### config.mk
export PLATFORM = sky130hd
export DESIGN_NAME = biou_div_cell
export DESIGN_NICKNAME = d
export VERILOG_FILES = /design/src/biou_pkg.sv /design/src/biou_div_cell.sv
export SDC_FILE = /design/constraint.sdc
export NUM_CORES = 1
export LEC_CHECK = 0
export ABC_CLOCK_PERIOD_IN_PS = 4400
export BUFFER_PORTS_ARGS = -buffer_cell sky130_fd_sc_hd__buf_2
export CORE_MARGIN = 3
export CORE_UTILIZATION = 44
export DETAILED_ROUTE_END_ITERATION = 7
export HOLD_SLACK_MARGIN = 0.05
export PLACE_DENSITY_LB_ADDON = 0.05
export SYNTH_ARGS = -nofsm -noshare
export SYNTH_HDL_FRONTEND = slang
export SYNTH_SLANG_ARGS = --single-unit
export TNS_END_PERCENT = 100
### constraint.sdc
create_clock -name aclk -period 4.4 [get_ports aclk]
set_clock_uncertainty 0.05 [all_clocks]
set_input_delay 0.88 -clock aclk [delete_from_list [all_inputs] [get_ports aclk]]
set_output_delay 0.88 -clock aclk [all_outputs]
set_load 0.03 [all_outputs]
### src/biou_pkg.sv
// Shared types and constants for the box overlap ratio pipeline.
package biou_pkg;

    // Fixed field widths of the stream payload and the bias register
    localparam int AREA_W = 32;
    localparam int BIAS_W = 16;

    localparam logic [AREA_W-1:0] AREA_MAX   = '1;
    localparam logic [BIAS_W-1:0] BIAS_RESET = 16'd1;

    // Per-request flags and the clamped area, carried beside the divider data
    typedef struct packed {
        logic              degen;
        logic              sat;
        logic [AREA_W-1:0] area;
    } biou_side_t;

endpackage

### src/biou_div_cell.sv
// One cell of the divider chain: develops one quotient bit per request.
module biou_div_cell #(
    parameter int DW = 34,
    parameter int QW = 16
) (
    input  logic                  aclk,
    input  logic                  aresetn,
    input  logic                  in_valid,
    output logic                  in_ready,
    input  logic [DW-1:0]         in_rem,
    input  logic [DW-1:0]         in_den,
    input  logic [QW-1:0]         in_quo,
    input  biou_pkg::biou_side_t  in_side,
    output logic                  out_valid,
    input  logic                  out_ready,
    output logic [DW-1:0]         out_rem,
    output logic [DW-1:0]         out_den,
    output logic [QW-1:0]         out_quo,
    output biou_pkg::biou_side_t  out_side
);
    import biou_pkg::*;

    logic            valid_reg;
    logic            adv;
    logic [DW:0]     rem2, diff;
    logic            bit_q;
    logic [DW-1:0]   rem_reg, den_reg;
    logic [QW-1:0]   quo_reg;
    biou_side_t      side_reg;

    assign adv      = !valid_reg || out_ready;
    assign in_ready = adv;

    // Shift the remainder, subtract the divisor where it fits
    always_comb begin
        rem2  = {in_rem, 1'b0};
        diff  = rem2 - {1'b0, in_den};
        bit_q = (rem2 >= {1'b0, in_den});
    end

    always_ff @(posedge aclk) begin
        if (!aresetn) begin
            valid_reg <= 1'b0;
        end else if (adv) begin
            valid_reg <= in_valid;
        end
    end

    always_ff @(posedge aclk) begin
        if (adv) begin
            rem_reg  <= bit_q ? diff[DW-1:0] : rem2[DW-1:0];
            den_reg  <= in_den;
            quo_reg  <= {in_quo[QW-2:0], bit_q};
            side_reg <= in_side;
        end
    end

    assign out_valid = valid_reg;
    assign out_rem   = rem_reg;
    assign out_den   = den_reg;
    assign out_quo   = quo_reg;
    assign out_side  = side_reg;

endmodule

# Word-level counts from Yosys, hierarchy flattened
# Cells that the tools add are included.
dict set report word_totals {
  rom_bits 0
  memories 0
  input_bits 122
  out_inout_bits 120
  wordCells 13
  ram_bits 0
  latchBits 0
  register_bits 119
}
dict set report classes {
  eq_ne 0
  div 0
  n_lt_le_gt_ge 1
  shifts 0
  n_bitwise 0
  reduce_logical 2
  add_sub_neg 1
  n_mul 0
  muxes 1
}
# cell count
set ops {}
lappend ops {{$ge A35 B34 Y1} 1}
lappend ops {{$mux W34} 1}
lappend ops {{$sub A34 B34 Y34} 1}
lappend ops {{$logic_not A1 Y1} 1}
lappend ops {{$logic_or A1 B1 Y1} 1}

# Longest topological paths before layout
dict set report logic_depth {
  ltp_word 2
  depth_mapped 13
  depth_no_buf 11
}

# Worst setup path after synthesis
# No wires, ideal clock.
dict set report synth_path {
  kind {input to output}
  startpoint {in out_ready}
  endpoint {out in_ready}
  n_path_buf 0
  t_arrival_ps 3955
  path_stages 1
  required_ps 3470
  setup_slack_ps -485
  path_cell_list {nand2b_1}
}
dict set report synth_via {
  elab_chain_cells 1
}
# item line
set synth_rtl {}
lappend synth_rtl {{start: declaration} biou_div_cell.sv:15} ;# input logic out_ready,
lappend synth_rtl {{$logic_or A1 B1 Y1} biou_div_cell.sv:31} ;# assign adv = !valid_reg || out_ready;
lappend synth_rtl {{end: declaration} biou_div_cell.sv:9} ;# output logic in_ready,
# Every way passes these cells.

# Worst setup path after layout
dict set report layout_path {
  startpoint {in in_den[13]}
  endpoint {reg rem_reg[4], in the netlist out_rem[4], data pin}
}
dict set report layout_via {
  elab_chain_cells 2
}
# item line
set layout_rtl {}
lappend layout_rtl {{start: declaration} biou_div_cell.sv:11} ;# input logic [DW-1:0] in_den,
lappend layout_rtl {{$ge A35 B34 Y1} biou_div_cell.sv:38} ;# bit_q = (rem2 >= {1'b0, in_den});
lappend layout_rtl {{$mux W34} biou_div_cell.sv:51} ;# rem_reg <= bit_q ? diff[DW-1:0] : rem2[DW-1:0];
lappend layout_rtl {{end signal: assignment} biou_div_cell.sv:51}
lappend layout_rtl {{end: declaration} biou_div_cell.sv:27} ;# logic [DW-1:0] rem_reg, den_reg;
# Every way passes these cells.
# A chain may end at the register's enable or synchronous reset.

==> results.tsv <==
stage	metric	value	unit
final_layout	instances_no_fill	915	
routing	drc	0	
global_route	grt_pass1_wl	24.0	mm
critical_path	path_max_fanout	32	
synthesis	async_flop_share	0	%
die	die-width	124	µm
die	start_util	45.7	%
final_layout	drive_above_1_share	42.5	%
critical_path	cpPeakStageDelay	0.43	ns
hold_path	hp-class	in -> reg	
cts	cts_setup_buffers	0	
sta	post-route-min-period	3.49	ns
global_route	antenna_found_initial	0	
power	p_per_area	463	mW/mm²
global_route	grt.overflow.total	0	
final_layout	final_cell_mix	buf_2 (240), edfxtp_1 (118), inv_1 (44)	
global_route	grt_start_max_net_pins	59	
sta	fin_crit_sh	79.3	%
cts	cts.sinks	119	
critical_path	r2r_slack	2.51	ns
synthesis	syn_inst	475	
critical_path	start_kind	primary input	
sta	tightest_slew	0.720	ns
power	peakVddDrop	0.247	mV
die	coreArea	0.0135	mm²
cts	cts_tree	done	
cts	clk_latency	0.41	ns
critical_path	required	4.51	ns
synthesis	postSynthAreaPerCell	12.9	µm²
place	dpl.hpwl	11.7	mm
routing	drtIter0Drc	251	
synthesis	syn_area	0.00615	mm²
global_route	grt_usage	19.5	%
sta	finalHoldViolCount	0	
global_route	grt_pass1_vias	4731	
sta	timing.hold.ws	0.593	ns
sta	slew_headroom	52.0	%
final_layout	fin_nets	883	
critical_path	slowest_stage	ha_1	
synthesis	yosysWarnings	0	
routing	postRouteWirelength	15.0	mm
cts	cts_resized	0	
sta	rsz0062_at_grt	no	
cts	clockBufferDepth	2	
synthesis	synth-seq-cells	119	
routing	dr.pass1.iters	5	
die	die_y	124	µm
cts	cts-buffers-inserted	17	
die	row_count	42	
critical_path	cp.arrival	3.60	ns
die	fp.dieArea	0.0154	mm²
sta	slew_viol_final	0	
final_layout	diodes	0	
critical_path	end_kind	flip-flop	
sta	setup_viol_count_final	0	
synthesis	synth_edf_count	118	
routing	vias	4638	
run	drv_cap	0	
cts	cts_root_buf	clkbuf_16	
critical_path	critical_path_class	in -> reg	
synthesis	synth_nets	632	
final_layout	final_common_cell	buf_2	
routing	ant_nets	0	
place	port_buffers	240	
synthesis	yosysSeqAreaShare	58.0	%
cts	clkSlewWorstSetupHoldPaths	0.06	ns
cts	cts_hold_buf	0	
place	dp_cells	883	
place	gp_congestion	0.796	
final_layout	syn2layout_area_growth	32.3	%
cts	h-tree-depth	4	
routing	vias_per_cell	5.07	
sta	finalSetupTns	0	ns
routing	wl_per_cell	16.4	µm
synthesis	synth_cell_types	53	
run_status	outcome	finished, final reports clean	
synthesis	synth_ff_type	edfxtp_1	
critical_path	path_cells	buf_2, inv_1, ha_1, nand2_1, nor2_2, a211oi_4, a32oi_2, a311oi_4, nor4_4, nor2_4, inv_4, mux2_2	
power	leakagePower	3.72	nW
final_layout	fillCellCount	1161	
die	io_pins	242	
sta	timing.fmax	286	MHz
-- worst max-delay path: cells and delay by family --
kind	cells	cell delay [ns]
buffers and inverters	3	0.57
adders and majority gates	1	0.43
and+or+nand+nor	4	0.74
AOI/OAI and AO/OA	3	0.58
muxes	1	0.39
-- per-layer routing --
| layer | GRT usage [%] | wire (µm) |
|---|---|---|
| met5 | 0 | 0 |
| met4 | 5.61 | 185 |
| met3 | 7.22 | 1140 |
| met2 | 32.1 | 7130 |
| met1 | 24.2 | 6560 |
-- cells by family (layout without fill, tap and decap cells) --
logic type,count (synthesis),count (layout),share of synthesized area [%]
adder cells (fa/ha/maj),35,35,7.25
multiplexers,26,26,6.17
XOR/XNOR,30,30,4.27
AO/OA/AOI/OAI,111,111,11.9
buffers and inverters,57,321,4.38
AND/OR/NAND/NOR,97,97,8.08
flip-flops,119,119,58.0
-- cells in the mapped netlist (all sizes together), types with 7 or more instances --
cell / n / area [µm²]
a21o: 12 / 90.1
a21oi: 42 / 225
buf: 7 / 77.6
edfxtp: 118 / 3540
ha: 34 / 425
inv: 45 / 171
mux2: 26 / 379
nand2: 25 / 96.4
nand4: 14 / 93.8
nor2: 24 / 100
nor3: 14 / 70.1
o21ai: 23 / 119
xnor2: 19 / 166
xor2: 11 / 96.3
-- through the flow --
| stage | cell area (µm²) | power [mW] | worst slack (ns) | utilization (%) |
|---|---|---|---|---|
| finish | 8130 | 3.77 | 0.909 | 60.5 |
| global placement | 7510 | 2.32 | 0.501 | 55.8 |
| floorplan | 6150 | 2.08 | 0.948 | - |
| CTS | 8130 | 3.81 | 0.899 | 60.5 |
| detailed placement | 7510 | 2.33 | 0.456 | 55.8 |
| global route | 8130 | 3.93 | 0.670 | 60.5 |
-- worst paths after layout --
| path | start | endpoint | cells past startpoint |
|---|---|---|---|
| max | in_den[13] | out_rem[4] | 12 |
| min | in_side[24] | out_side[24] | 1 |
| max reg2reg | out_valid | out_rem[14] | 2 |
| min reg2reg | out_valid | out_valid | 2 |
-- cell type report --
type	instances	area (µm²)	area share [%]
flip-flops and latches	119	3560	43.8
inverters	45	171	2.11
well taps	176	220	2.71
clock inverters	15	200	2.46
clock buffers	17	425	5.23
multi-input cells	299	2320	28.5
repair buffers	244	1230	15.1
-- flip-flops by register name, summed over array words and instances, names as in the netlist --
name / flops
out_den: 34
out_quo: 16
out_rem: 34
out_side: 34
out_valid: 1
-- power by group --
group | switching (mW) | internal [mW] | leakage (nW)
Combinational | 0.560 | 0.320 | 2.19
Sequential | 0.0268 | 1.39 | 1.23
Clock | 0.518 | 0.948 | 0.299
Power figures use the tool's default switching activity.
