## config.mk

```make
export PLATFORM = sky130hd
export DESIGN_NAME = biou_geom
export DESIGN_NICKNAME = d
export VERILOG_FILES = /design/src/biou_pkg.sv /design/src/biou_geom.sv
export SDC_FILE = /design/constraint.sdc
export NUM_CORES = 2
export LEC_CHECK = 0
export ABC_CLOCK_PERIOD_IN_PS = 14390
export BUFFER_PORTS_ARGS = -buffer_cell sky130_fd_sc_hd__buf_2
export CAP_MARGIN = 25
export CORE_MARGIN = 3
export CORE_UTILIZATION = 67
export DETAILED_ROUTE_END_ITERATION = 6
export PLACE_DENSITY = 0.95
export SLEW_MARGIN = 25
export SYNTH_ARGS = -nofsm -noshare
export SYNTH_HDL_FRONTEND = slang
export SYNTH_SLANG_ARGS = --single-unit
```

## constraint.sdc

```tcl
create_clock -name aclk -period 14.39 [get_ports aclk]
set_clock_uncertainty 0.15 [all_clocks]
set_input_delay 0.7195 -clock aclk [delete_from_list [all_inputs] [get_ports aclk]]
set_output_delay 0.7195 -clock aclk [all_outputs]
set_load 0.005 [all_outputs]
```

## src/biou_pkg.sv

```systemverilog
// Shared types and constants for the box overlap ratio pipeline.
package biou_pkg;

    // Fixed field widths of the stream payload and the bias register
    localparam int AREA_W = 32;
    localparam int BIAS_W = 16;

    localparam logic [AREA_W-1:0] AREA_MAX   = '1;
    localparam logic [BIAS_W-1:0] BIAS_RESET = 16'd1;

    // Per-request flags and the clamped area, carried beside the divider data
    typedef struct packed {
        logic              degen;
        logic              sat;
        logic [AREA_W-1:0] area;
    } biou_side_t;

endpackage

```

## src/biou_geom.sv

```systemverilog
// Front pipeline: overlap extents, products, union and divider setup.
module biou_geom #(
    parameter int C = 16
) (
    input  logic                         aclk,
    input  logic                         aresetn,
    input  logic [biou_pkg::BIAS_W-1:0]  union_bias,
    input  logic                         in_valid,
    output logic                         in_ready,
    input  logic signed [C-1:0]          a_x1,
    input  logic signed [C-1:0]          a_y1,
    input  logic signed [C-1:0]          a_x2,
    input  logic signed [C-1:0]          a_y2,
    input  logic signed [C-1:0]          b_x1,
    input  logic signed [C-1:0]          b_y1,
    input  logic signed [C-1:0]          b_x2,
    input  logic signed [C-1:0]          b_y2,
    output logic                         out_valid,
    input  logic                         out_ready,
    output logic [2*C+1:0]               out_rem,
    output logic [2*C+1:0]               out_den,
    output biou_pkg::biou_side_t         out_side
);
    import biou_pkg::*;

    localparam int INTER_W = 2 * C;
    localparam int PROD_W  = 2 * C + 2;
    localparam int UNI_W   = 2 * C + 3;
    localparam int DIV_W   = 2 * C + 2;
    localparam int EXT_W   = (INTER_W > AREA_W) ? INTER_W : AREA_W;

    // Stage valids and advance chain
    logic v1_reg, v2_reg, v3_reg, v4_reg;
    logic adv1, adv2, adv3, adv4;

    assign adv4     = !v4_reg || out_ready;
    assign adv3     = !v3_reg || adv4;
    assign adv2     = !v2_reg || adv3;
    assign adv1     = !v1_reg || adv2;
    assign in_ready = adv1;

    always_ff @(posedge aclk) begin
        if (!aresetn) begin
            v1_reg <= 1'b0;
            v2_reg <= 1'b0;
            v3_reg <= 1'b0;
            v4_reg <= 1'b0;
        end else begin
            if (adv1) v1_reg <= in_valid;
            if (adv2) v2_reg <= v1_reg;
            if (adv3) v3_reg <= v2_reg;
            if (adv4) v4_reg <= v3_reg;
        end
    end

    // Stage 1: overlap extents clamped at zero, box side lengths
    logic signed [C-1:0] min_x2, max_x1, min_y2, max_y1;
    logic signed [C:0]   iw_raw, ih_raw;
    logic [C-1:0]        iw_next, ih_next;
    logic signed [C:0]   wa_next, ha_next, wb_next, hb_next;
    logic [C-1:0]        iw_reg, ih_reg;
    logic signed [C:0]   wa_reg, ha_reg, wb_reg, hb_reg;

    always_comb begin
        min_x2  = (a_x2 < b_x2) ? a_x2 : b_x2;
        max_x1  = (a_x1 > b_x1) ? a_x1 : b_x1;
        min_y2  = (a_y2 < b_y2) ? a_y2 : b_y2;
        max_y1  = (a_y1 > b_y1) ? a_y1 : b_y1;
        iw_raw  = $signed({min_x2[C-1], min_x2}) - $signed({max_x1[C-1], max_x1});
        ih_raw  = $signed({min_y2[C-1], min_y2}) - $signed({max_y1[C-1], max_y1});
        iw_next = iw_raw[C] ? '0 : iw_raw[C-1:0];
        ih_next = ih_raw[C] ? '0 : ih_raw[C-1:0];
        wa_next = $signed({a_x2[C-1], a_x2}) - $signed({a_x1[C-1], a_x1});
        ha_next = $signed({a_y2[C-1], a_y2}) - $signed({a_y1[C-1], a_y1});
        wb_next = $signed({b_x2[C-1], b_x2}) - $signed({b_x1[C-1], b_x1});
        hb_next = $signed({b_y2[C-1], b_y2}) - $signed({b_y1[C-1], b_y1});
    end

    always_ff @(posedge aclk) begin
        if (adv1) begin
            iw_reg <= iw_next;
            ih_reg <= ih_next;
            wa_reg <= wa_next;
            ha_reg <= ha_next;
            wb_reg <= wb_next;
            hb_reg <= hb_next;
        end
    end

    // Stage 2: intersection area and the two box areas
    logic [INTER_W-1:0]       inter2_reg;
    logic signed [PROD_W-1:0] area_a_reg, area_b_reg;

    always_ff @(posedge aclk) begin
        if (adv2) begin
            inter2_reg <= iw_reg * ih_reg;
            area_a_reg <= PROD_W'(wa_reg * ha_reg);
            area_b_reg <= PROD_W'(wb_reg * hb_reg);
        end
    end

    // Stage 3: union = areas - intersection + bias
    logic signed [UNI_W-1:0] uni_next, uni_reg;
    logic [INTER_W-1:0]      inter3_reg;

    always_comb begin
        uni_next = UNI_W'(area_a_reg) + UNI_W'(area_b_reg)
                 - $signed({3'b000, inter2_reg})
                 + $signed({{(UNI_W-BIAS_W){1'b0}}, union_bias});
    end

    always_ff @(posedge aclk) begin
        if (adv3) begin
            uni_reg    <= uni_next;
            inter3_reg <= inter2_reg;
        end
    end

    // Stage 4: classify and set up the divider
    logic                    degen_next, sat_next;
    logic [EXT_W-1:0]        inter_ext;
    logic [AREA_W-1:0]       area_next;
    logic [DIV_W-1:0]        rem_reg, den_reg;
    biou_side_t              side_reg;

    always_comb begin
        degen_next = uni_reg[UNI_W-1] || (uni_reg == '0);
        sat_next   = $signed({3'b000, inter3_reg}) >= uni_reg;
        inter_ext  = EXT_W'(inter3_reg);
        area_next  = (inter_ext > EXT_W'(AREA_MAX)) ? AREA_MAX : inter_ext[AREA_W-1:0];
    end

    always_ff @(posedge aclk) begin
        if (adv4) begin
            rem_reg        <= (degen_next || sat_next) ? '0 : DIV_W'(inter3_reg);
            den_reg        <= uni_reg[DIV_W-1:0];
            side_reg.degen <= degen_next;
            side_reg.sat   <= sat_next;
            side_reg.area  <= area_next;
        end
    end

    assign out_valid = v4_reg;
    assign out_rem   = rem_reg;
    assign out_den   = den_reg;
    assign out_side  = side_reg;

endmodule

```

==> Yosys cells after proc, flatten, opt, wreduce, memory -nomap -nowiden <==
Cells that the tools add are included.
{ "classes": {"n_lt_le_gt_ge": 6, "n_mux": 4, "add_sub_neg": 9, "n_reduce_logical": 11, "n_mul": 3} }
{ "op_table": {"columns": ["cell", "n"], "rows": [
  ["$sub 16x16->17", 6],
  ["$mul 17x17->34", 2],
  ["$mux 16", 4],
  ["$add 34x34->35", 1],
  ["$add 35x17->35", 1],
  ["$ge 33x35->1", 1],
  ["$logic_not 35->1", 1],
  ["$sub 35x33->35", 1],
  ["$gt 16x16->1", 2],
  ["$gt 32x32->1 const B", 1],
  ["$lt 16x16->1", 2],
  ["$mul 16x16->32", 1],
  ["$logic_or 1x1->1", 6],
  ["$logic_not 1->1", 4]
]} }
{ "totals": {"elab_cells": 54, "regBits": 373} }

==> Logic depth before layout (Yosys ltp) <==
{ "depth": {"ltp_word": 5, "mapped_depth": 24, "ltp_nobuf": 23} }

==> Worst setup path after synthesis <==
Ideal clock, no wire load.
{ "synth_timing": {"path_kind": "register to register", "startpoint": "register hb_reg[8]", "endpoint": "register area_b_reg[33], data pin", "path_stages_with_launch": 25, "n_path_buf": 2, "setup_slack_ps": 7960, "setup_time_ps": 266, "arrival_ps": 6015, "required_time_ps": 13974, "period_less_slack_ps": 6430, "path_cell_list": "edfxtp_1 -> clkbuf_1 -> clkbuf_1 -> nand2_1 -> fa_1 -> inv_1 -> fa_1 -> inv_1 -> fa_1 -> inv_1 -> fa_1 -> fa_1 -> inv_1 -> fa_1 -> inv_1 -> ha_1 -> nand2_1 -> o21ai_0 -> a2111oi_0 -> or3b_2 -> o21ai_0 -> nand4_1 -> a31oi_1 -> and4_1 -> nor3_1"} }
{ "synth_via": {"elab_chain_cells": 1} }
{ "synth_lines": {"columns": ["item", "line_no", "rtl"], "rows": [
  ["from (decl)", "biou_geom.sv:62", "logic signed [C:0] wa_reg, ha_reg, wb_reg, hb_reg;"],
  ["from (signal assigned)", "biou_geom.sv:86", "hb_reg <= hb_next;"],
  ["$mul 17x17->34", "biou_geom.sv:98", "area_b_reg <= PROD_W'(wb_reg * hb_reg);"],
  ["to (signal assigned)", "biou_geom.sv:98", null],
  ["to (decl)", "biou_geom.sv:92", "logic signed [PROD_W-1:0] area_a_reg, area_b_reg;"]
]} }
Every way passes these cells.
A chain may end at the register's enable or synchronous reset.

==> Worst setup path in the final report <==
{ "layout_timing": {"startpoint": "register wa_reg[13]", "endpoint": "register area_a_reg[29], data pin"} }
{ "layout_via": {"elab_chain_cells": 1} }
{ "layout_lines": {"columns": ["item", "line_no", "rtl"], "rows": [
  ["from (decl)", "biou_geom.sv:62", null],
  ["from (signal assigned)", "biou_geom.sv:83", "wa_reg <= wa_next;"],
  ["$mul 17x17->34", "biou_geom.sv:97", "area_a_reg <= PROD_W'(wa_reg * ha_reg);"],
  ["to (signal assigned)", "biou_geom.sv:97", null],
  ["to (decl)", "biou_geom.sv:92", null]
]} }
Every way passes these cells.

==> impl_metrics.json <==
{
  "drc": 2,
  "syn_inst": 5233,
  "fin_tns_setup_ns": 0,
  "fp.dieW_um": 286.2,
  "cp-end-kind": "register",
  "fin_nets": 6914,
  "start_util_pct": 67.78,
  "async_flop_share_pct": 0,
  "min_path_cells": 3,
  "grt_antenna_before_repair": 5,
  "synth_area_um2": 52590,
  "drtIter0Drc": 4056,
  "avgRoutedWirePerCell_um": 22.20,
  "clk_pin_slew_ns": 0.06,
  "layout_min_cycle_time_ns": 7.472,
  "worstPathMaxFanout": 17,
  "yosys.area.top_type": "fa_1",
  "synth_edf_count": 367,
  "fin_crit_sh_pct": 51.92,
  "fmax_mhz": 133.8,
  "cp.arrival_ns": 7.69,
  "dp_slack_ns": 7.304,
  "cts.repair.resized": 0,
  "timing.max_cap.violations": 0,
  "clockBufferDepth": 3,
  "gr-total-overflow": 0,
  "finalHoldViolations": 0,
  "syn2layout_area_growth_pct": 6.861,
  "cp.required_ns": 14.61,
  "cts-root-buf": "clkbuf_16",
  "ios": 252,
  "seq_area_frac_synth_pct": 21.11,
  "die_area_um2": 81900,
  "hold_class": "in -> reg",
  "io_buffer_count": 249,
  "ys_types": 78,
  "die_y_um": 286.2,
  "violations": "DRC",
  "num_rows": 102,
  "grt.total_usage_pct": 35.97,
  "grt_max_degree": 88,
  "status": "finished with violations",
  "vias": 39817,
  "numCtsBuffers": 43,
  "clock_latency_ns": 0.64,
  "post_cts_buffers": 0,
  "yosys-top-cells-area": "fa_1 32%, edfxtp_1 21%, ha_1 12%",
  "drt_wl_total_mm": 143.9,
  "ant_nets": 0,
  "ys_seq_elements": 371,
  "clock-sinks": 371,
  "routabilityCongestion": 0.9580,
  "synthDominantCellAreaShare_pct": 31.97,
  "syn-mean-instance-area_um2": 10.05,
  "coreArea_um2": 77590,
  "setup_viol": 0,
  "dpl.hpwl_mm": 112.9,
  "slew_headroom_pct": 40.43,
  "grt_pass1_wl_mm": 229.1,
  "first_pass_iters": 7,
  "ys.flop_type": "edfxtp_1",
  "cts_tree": "built",
  "crit_type": "reg -> reg",
  "rsz0062_at_grt": "false",
  "worst_pin_slew_ns": 0.8936,
  "drive_gt1_share_pct": 7.169,
  "vias_per_cell": 6.142,
  "reg2regPathDepth": 20,
  "largest_reg_flops": 35,
  "setup_ws_ns": 6.919,
  "yosys_warnings": 0,
  "rrSetupSlack_ns": 6.92,
  "cp-start-kind": "register",
  "grt_pass1_vias": 43079,
  "ctsHoldBuffers": 0,
  "drv_slew": 0,
  "htree_levels": 2
}
-- worst max-delay path, stage by stage (launching register included) --
cell and delay (ns):
edfxtp_1 0.88, nand2_1 0.17, fa_1 0.55, fa_1 0.54, fa_1 0.54, inv_1 0.07
fa_1 0.52, fa_1 0.55, inv_1 0.06, fa_1 0.47, inv_1 0.04, ha_1 0.35
nand4_1 0.23, nor4_1 0.29, o21ai_0 0.24, a211oi_1 0.43, o21ai_0 0.26, o21ai_0 0.42
a21o_1 0.19, a21oi_1 0.08, xnor2_1 0.14
-- cells by family after synthesis --
family | Yosys count | share of synthesized area, %
flops | 371 | 21.11
compound gates | 573 | 7.432
xor+xnor | 182 | 3.031
buf+inv | 1273 | 9.171
fa+ha+maj | 1358 | 44.30
mux | 71 | 1.496
other cells | 1 | 0.007130
simple gates | 1404 | 13.46
-- final cells by class --
class / instances / area [um^2]
diodes: 3 / 7.507
clock buffers: 52 / 1120
clock inverters: 25 / 329.1
fillers: 4923 / 21390
inverters: 1140 / 4283
multi-input cells: 3590 / 36710
flip-flops and latches: 371 / 11100
well taps: 1040 / 1301
repair buffers: 262 / 1355
-- stage by stage --
step	instances	instance area [um^2]	utilization (%)	hold slack, ns
floorplan	5234	52600	-	0.2674
global placement	6402	54730	70.53	0.2729
detailed placement	6402	54730	70.53	0.2883
CTS	6479	56180	72.40	0.2030
global route	6480	56190	72.42	0.2395
finish	6483	56200	72.43	0.2143
-- Yosys cell counts, types with 7 or more instances --
master,count
nor2_1,155
a211oi_1,18
and3_1,13
xor2_1,45
nand2_1,498
a31oi_1,15
mux2_2,23
nor3_1,67
a21boi_0,17
o21a_1,32
a21oi_1,156
mux2_4,7
mux2i_1,40
clkbuf_1,120
nand2b_1,32
or2_2,13
nand4_1,20
o31ai_1,9
or3_1,25
nor2b_1,47
o21ai_0,81
nand3_1,48
nor3b_1,34
xnor2_1,137
ha_1,518
o211ai_1,12
a221oi_1,7
a211o_1,7
inv_1,1139
and2_1,425
o2111ai_1,8
a21o_1,98
edfxtp_1,367
a32o_1,33
o21bai_1,15
nor4_1,12
fa_1,840
-- routing by layer --
| metal | share of wire, % | routed length, um | vias to the layer above | GRT usage (%) |
|---|---|---|---|---|
| met5 | 0.0097 | 14 | - | 0 |
| met4 | 7.9 | 11310 | 2 | 23.29 |
| met3 | 11 | 15910 | 759 | 8.070 |
| met2 | 47 | 67080 | 2796 | 58.73 |
| met1 | 34 | 49610 | 19299 | 43.31 |
| li1 | - | - | 16961 | - |
-- worst paths after layout --
check / from / endpoint
max: wa_reg[13] / area_a_reg[29]
min: in_valid / v1_reg
max reg2reg: wa_reg[13] / area_a_reg[29]
min reg2reg: uni_reg[14] / out_den[14]
-- cells in the final DEF (no fill, tap or decap), types with 15 or more instances in the layout --
| cell type | count |
|---|---|
| nand2b_1 | 32 |
| a31oi_1 | 15 |
| nor3_1 | 67 |
| ha_1 | 518 |
| mux2_2 | 23 |
| xnor2_1 | 137 |
| mux2i_1 | 40 |
| xor2_1 | 45 |
| edfxtp_1 | 367 |
| a21boi_0 | 17 |
| nand3_1 | 48 |
| inv_1 | 1137 |
| nor2_1 | 155 |
| o21a_1 | 32 |
| a21oi_1 | 156 |
| a32o_1 | 33 |
| nand4_1 | 20 |
| a21o_1 | 98 |
| fa_1 | 840 |
| o21bai_1 | 15 |
| and2_1 | 425 |
| nand2_1 | 496 |
| buf_2 | 249 |
| a211oi_1 | 18 |
| nor3b_1 | 34 |
| o21ai_0 | 81 |
| nor2b_1 | 47 |
| or3_1 | 25 |
| clkbuf_16 | 43 |
Power is left out: the tool's default activity adds up to more than one toggle a clock period on the data nets, which glitch-free logic cannot reach.
